### config.mk
export PLATFORM = sky130hd
export DESIGN_NAME = bhpq_ctrl
export DESIGN_NICKNAME = d
export VERILOG_FILES = /design/src/design/bhpq_pkg.sv /design/src/design/bhpq_ctrl.sv
export SDC_FILE = /design/constraint.sdc
export NUM_CORES = 1
export LEC_CHECK = 0
export BUFFER_PORTS_ARGS = -buffer_cell sky130_fd_sc_hd__clkbuf_2
export CORE_MARGIN = 4
export CORE_UTILIZATION = 52
export DETAILED_ROUTE_END_ITERATION = 16
export MAX_ROUTING_LAYER = met4
export PLACE_DENSITY = 0.81
export SLEW_MARGIN = 20
export SYNTH_ARGS = -nofsm -noshare
export SYNTH_HDL_FRONTEND = slang
export SYNTH_SLANG_ARGS = --single-unit
### constraint.sdc
create_clock -name clk -period 4.62 [get_ports clk]
set_clock_uncertainty 0.05 [all_clocks]
set_input_delay 0 -clock clk [delete_from_list [all_inputs] [get_ports clk]]
set_output_delay 0 -clock clk [all_outputs]
set_load 0.05 [all_outputs]
### src/design/bhpq_pkg.sv
// Shared types and constants of the binary heap priority queue.
// Used by bhpq_ctrl, bhpq_datapath and binary_heap_priority_queue; no dependencies.
`default_nettype none

package bhpq_pkg;

  // Operation codes carried on the request tuser.
  typedef enum logic [1:0] {
    OP_INSERT  = 2'd0,
    OP_BUILD   = 2'd1,
    OP_EXTRACT = 2'd2,
    OP_PEEK    = 2'd3
  } op_t;

  // Result status codes.
  localparam logic [1:0] STAT_OK    = 2'd0;
  localparam logic [1:0] STAT_FULL  = 2'd1;
  localparam logic [1:0] STAT_EMPTY = 2'd2;

  // Register index of order_mode, taken from bit 2 of the byte address.
  localparam logic CFG_ORDER_MODE_IDX = 1'b0;

  // Key width.
  localparam int KEY_W = 32;

  // Controller states, one-hot.
  typedef enum logic [8:0] {
    S_IDLE     = 9'b000000001,
    S_BLD_INIT = 9'b000000010,
    S_BLD_RD   = 9'b000000100,
    S_BLD_SET  = 9'b000001000,
    S_ROOT_RD  = 9'b000010000,
    S_ROOT_SET = 9'b000100000,
    S_SIFT_RD  = 9'b001000000,
    S_SIFT_CMP = 9'b010000000,
    S_DONE     = 9'b100000000
  } state_t;

  // Commands from the controller to the datapath.
  typedef struct packed {
    logic accept;     // capture a new request, do an insert
    logic rd_root;    // read the root and the last slot
    logic root_set;   // take the root, and for extract move the last key up
    logic bld_init;   // point at the last inner node
    logic rd_node;    // read the current build node
    logic node_set;   // start a sift at the build node
    logic rd_kids;    // read both children of the hole
    logic sift_step;  // move one level down or park the sifting key
    logic bld_dec;    // step to the previous build node
    logic finish;     // load the result register
  } dp_cmd_t;

  // Status from the datapath to the controller.
  typedef struct packed {
    op_t  new_op;      // opcode of the offered request
    logic new_err;     // offered request fails (full or empty)
    op_t  op;          // opcode of the request at work
    logic count_small; // fewer than two keys stored
    logic cnt_one;     // exactly one key stored
    logic sift_stop;   // no child outranks the sifting key
    logic idx_zero;    // build node is the root
    logic out_busy;    // result register holds a result not yet taken
  } dp_status_t;

  // True when key a has strictly lower priority than key b.
  function automatic logic key_below(input logic mode,
                                     input logic signed [KEY_W-1:0] a,
                                     input logic signed [KEY_W-1:0] b);
    key_below = mode ? (a < b) : (a > b);
  endfunction

endpackage

`default_nettype wire

### src/design/bhpq_ctrl.sv
// Controller state machine of the binary heap priority queue.
// Depends on bhpq_pkg; drives bhpq_datapath through dp_cmd_t.
`default_nettype none

module bhpq_ctrl
  import bhpq_pkg::*;
(
  input  wire logic       clk,
  input  wire logic       rst_n,
  input  wire logic       in_tvalid,
  output logic            in_tready,
  input  wire dp_status_t st,
  output dp_cmd_t         cmd
);

  state_t state_r, state_nxt;

  // State register.
  always_ff @(posedge clk) begin
    if (!rst_n) begin
      state_r <= S_IDLE;
    end else begin
      state_r <= state_nxt;
    end
  end

  assign in_tready = (state_r == S_IDLE);

  // Next state and commands.
  always_comb begin
    state_nxt = state_r;
    cmd       = '0;
    case (state_r)
      S_IDLE: begin
        if (in_tvalid) begin
          cmd.accept = 1'b1;
          case (st.new_op)
            OP_INSERT: state_nxt = S_DONE;
            OP_BUILD:  state_nxt = S_BLD_INIT;
            default:   state_nxt = st.new_err ? S_DONE : S_ROOT_RD;
          endcase
        end
      end
      S_BLD_INIT: begin
        if (st.count_small) begin
          state_nxt = S_DONE;
        end else begin
          cmd.bld_init = 1'b1;
          state_nxt    = S_BLD_RD;
        end
      end
      S_BLD_RD: begin
        cmd.rd_node = 1'b1;
        state_nxt   = S_BLD_SET;
      end
      S_BLD_SET: begin
        cmd.node_set = 1'b1;
        state_nxt    = S_SIFT_RD;
      end
      S_ROOT_RD: begin
        cmd.rd_root = 1'b1;
        state_nxt   = S_ROOT_SET;
      end
      S_ROOT_SET: begin
        cmd.root_set = 1'b1;
        // A peek, or the last key out, leaves nothing to sift.
        if (st.op == OP_PEEK || st.cnt_one) begin
          state_nxt = S_DONE;
        end else begin
          state_nxt = S_SIFT_RD;
        end
      end
      S_SIFT_RD: begin
        cmd.rd_kids = 1'b1;
        state_nxt   = S_SIFT_CMP;
      end
      S_SIFT_CMP: begin
        cmd.sift_step = 1'b1;
        if (!st.sift_stop) begin
          state_nxt = S_SIFT_RD;
        end else if (st.op == OP_BUILD && !st.idx_zero) begin
          cmd.bld_dec = 1'b1;
          state_nxt   = S_BLD_RD;
        end else begin
          state_nxt = S_DONE;
        end
      end
      S_DONE: begin
        if (!st.out_busy) begin
          cmd.finish = 1'b1;
          state_nxt  = S_IDLE;
        end
      end
      default: begin
        state_nxt = S_IDLE;
      end
    endcase
  end

endmodule

`default_nettype wire

==> summary.md <==
| Metric | Value |
|---|---|
| Run status | complete, no violations |
| Leakage component of the power | 0.402 nW |
| Hold Path Sink | state_r[2] |
| Hold WC Path Type | input port to register |
| Residual antenna-violating net count after detailed routing | 0 |
| Worst hold stages | 2 |
| Actual transition at the worst max-transition pin | 495 ps |
| Global placer's final weighted congestion | 0.828 |
| Crit path time final | 2260 ps |
| Number of flops mapped to enable cells by yosys | 0 |
| Worst reg2reg endpoint | state_r[1] |
| Gr ovfl total | 0 |
| Clock tree buffer depth | 2 |
| Synthesized net count | 96 |
| Register area share after synthesis | 24.2% |
| Placement Rows | 13 |
| Max reg flops | 9 |
| Horizontal extent of the die | 45.9 µm |
| 1st-pass router iterations | 4 |
| DRC violations left | 0 |
| RSZ-0062 raised after global routing | false |
| Reg-to-reg startpoint | state_r[7] |
| CP Class | register to register |
| Die area | 2100 µm² |
| Clock slew seen by the registers of the worst setup and hold paths | 60 ps |
| Detailed-placement wirelength estimate | 1.44 mm |
| Antenna diode instance count | 0 |
| Pin count of the biggest net entering global routing | 11 |
| Number of synthesized register bits | 9 |
| Crit share post-route | 48.8% |
| Initial core utilization | 55.9% |
| Global-route wire length before repair | 3.28 mm |
| Slowest cell on crit path | sky130_fd_sc_hd__or4_4 |
| Leading register cell type out of synthesis | sky130_fd_sc_hd__dfxtp_1 |
| Final WS setup | 2360 ps |
| CTS tree | built |
| Cell count of the worst reg-to-reg path | 5 |
| Cell-by-cell trace of the critical path | or4_4 > nor3_4 > nand3_1 > nor2b_1 > dlygate4sd3_1 |
| Number of slew-limit violations in the final report | 0 |
| Area share of and/or/nand/nor cells after synthesis | 53.9% |
| Number of nets in the finished design | 126 |
| Share of the synthesized netlist area taken by xor and xnor gates | 2.35% |
| Count of input and output buffers | 23 |
| Slew headroom | 67.0% |
| Final hold violation count | 0 |
| Count of clock tree sinks | 9 |
| Launch point of the worst hold path | rst_n |
| Mapped Avg Cell Area | 8.98 µm² |
| Starting DRT DRC Count | 26 |
| Upper clock frequency limit | 443 MHz |
| # hold bufs at CTS | 6 |
| Share of flip-flops with an asynchronous set or reset | 0% |
| Ratio of total power to cell area | 270 nW/µm² |
| Most common cell in the netlist | sky130_fd_sc_hd__dfxtp_1 |
| Portion of synthesized cell area occupied by the leading cell type | 24.2% |
| Most flops, register | state_r |
| Average wire length per cell after detail routing | 16.0 µm |
| Maximum fanout along the worst path | 8 |
| Largest incremental delay on the critical path | 620 ps |
| Core Box Area | 1330 µm² |
| Maximum resistive drop on vdd | 0.143 mV |
| Yosys Warn Count | 0 |
| Inserted Clock Buffers | 3 |
| Final-layout setup total negative slack | 0 ps |
| Post-CTS Setup Inserts | 0 |
| Share of final-layout standard cells stronger than drive strength 1 | 30.4% |
| H-tree depth reported by CTS | 1 |
| Post-synth top cells | 9 x sky130_fd_sc_hd__dfxtp_1, 6 x sky130_fd_sc_hd__nor2_1, 5 x sky130_fd_sc_hd__and3_1, 5 x sky130_fd_sc_hd__nand2_1, 5 x sky130_fd_sc_hd__nor3_1 |
| Max-Cap Viols | 0 |
| Share of synthesized cell area in full adder, half adder and majority cells | 0% |
| Antenna violations before repair | 0 |
| Syn Std Cell Area | 746 µm² |
| Quantity of gates resized following cts | 0 |
| Post-Syn Instances | 83 |
| Die Y | 45.9 µm |
| Synthesized-area fraction occupied by ao, oa, aoi and oai cells | 12.4% |
| Multiplexer share of the synthesized area | 0% |
| Crit path launch type | register |
| Req. time, crit path | 4780 ps |
| Cell type with the highest aggregate area in the netlist | sky130_fd_sc_hd__dfxtp_1 |
| Setup violations, final | 0 |
| Pre-CTS worst setup slack | 2910 ps |
| Clk root buf | sky130_fd_sc_hd__clkbuf_4 |
| Source-to-sink clock delay at the later pin of the worst-skew pair | 270 ps |
| Kind of end point of the critical path | register |
| Total track usage | 22.8% |
| Combinational family with the most area after synthesis | simple AND/OR/NAND/NOR gates |
| Registers with the most flip-flops | state_r: 9 flops |
| Area growth from synthesis to layout | 23.3% |
| Avg Vias per Cell | 6.11 |
| Top area cells in the synthesized netlist | sky130_fd_sc_hd__dfxtp_1 24%, sky130_fd_sc_hd__and3_1 4.2%, sky130_fd_sc_hd__and4_1 3.5% |
| Vias in the first global route | 708 |
| WL final | 2.04 mm |
| Routed vias | 776 |
| Signal arrival time at the worst endpoint | 2410 ps |
| Unique masters post-synth | 40 |
| FF-to-FF setup slack | 2360 ps |
| Boundary pin count | 24 |
worst max-delay path: cells and delay by family, from the launching register on:
| family | cells | cell delay, ps |
|---|---|---|
| buffers and inverters | 1 | 590 |
| DFF | 1 | 390 |
| and+or+nand+nor | 4 | 1170 |
cell families (layout without fill, tap and decap cells):
logic type	after synthesis	count (layout)
AO/OA/AOI/OAI	13	13
AND/OR/NAND/NOR	53	53
buffers and inverters	6	35
XOR/XNOR	2	2
flip-flops	9	9
report_power, final:
part / internal (mW) / switching (mW)
registers: 0.0817 / 0.0129
logic: 0.0361 / 0.0534
clock network: 0.0335 / 0.0307
total: 0.151 / 0.0969
layout make-up:
| type | count | area [µm²] |
|---|---|---|
| fillers | 117 | 414 |
| multi-input cells | 68 | 512 |
| repair buffers | 29 | 175 |
| flip-flops and latches | 9 | 180 |
| inverters | 2 | 7.51 |
| clock buffers | 4 | 26.3 |
| well taps | 15 | 18.8 |
worst max path at each step:
stage,from,to,slack [ps],depth (start not counted)
6_report,state_r[7],state_r[1],2360,5
5_1_grt,state_r[2],state_r[1],2310,5
4_1_cts,state_r[7],state_r[6],2450,5
3_5_place_dp,state_r[7],cmd[9],2910,4
3_3_place_gp,state_r[7],cmd[6],2960,4
2_1_floorplan,state_r[2],cmd[9],2540,4
layer usage:
metal  track usage, %  up-vias  wire (µm)
met5                -        -          0
met1             28.6      355        873
met2             35.2       41        973
met3             5.53        6        161
li1                 -      374          -
met4             7.95        0         29
through the flow:
stage                     instances  hold WS [ps]  cell area, µm²  util [%]  total power, mW
after floorplan                  83          18.8             746         -            0.161
after global placement          117           235             833      62.5            0.179
after CTS                       127          25.1             920      68.9            0.245
after global routing            127          42.4             920      68.9            0.259
after detailed placement        117           241             833      62.5            0.181
final                           127          21.7             920      68.9            0.248
placed cells by master (no fill, tap or decap), drive strengths merged, types with 2 or more instances in the layout:
cell type,netlist,layout
nor4b,2,2
nor3b,2,2
a21oi,2,2
nand2b,2,2
and3,5,5
nor3,6,6
o21bai,2,2
or4b,2,2
and2,4,4
nand2,5,5
inv,2,2
a211oi,2,2
nor4,3,3
o21ai,2,2
clkbuf,0,27
nor2,7,7
dlygate4sd3,0,6
and4,3,3
dfxtp,9,9
nor2b,4,4
(Power assumes the default switching activity.)
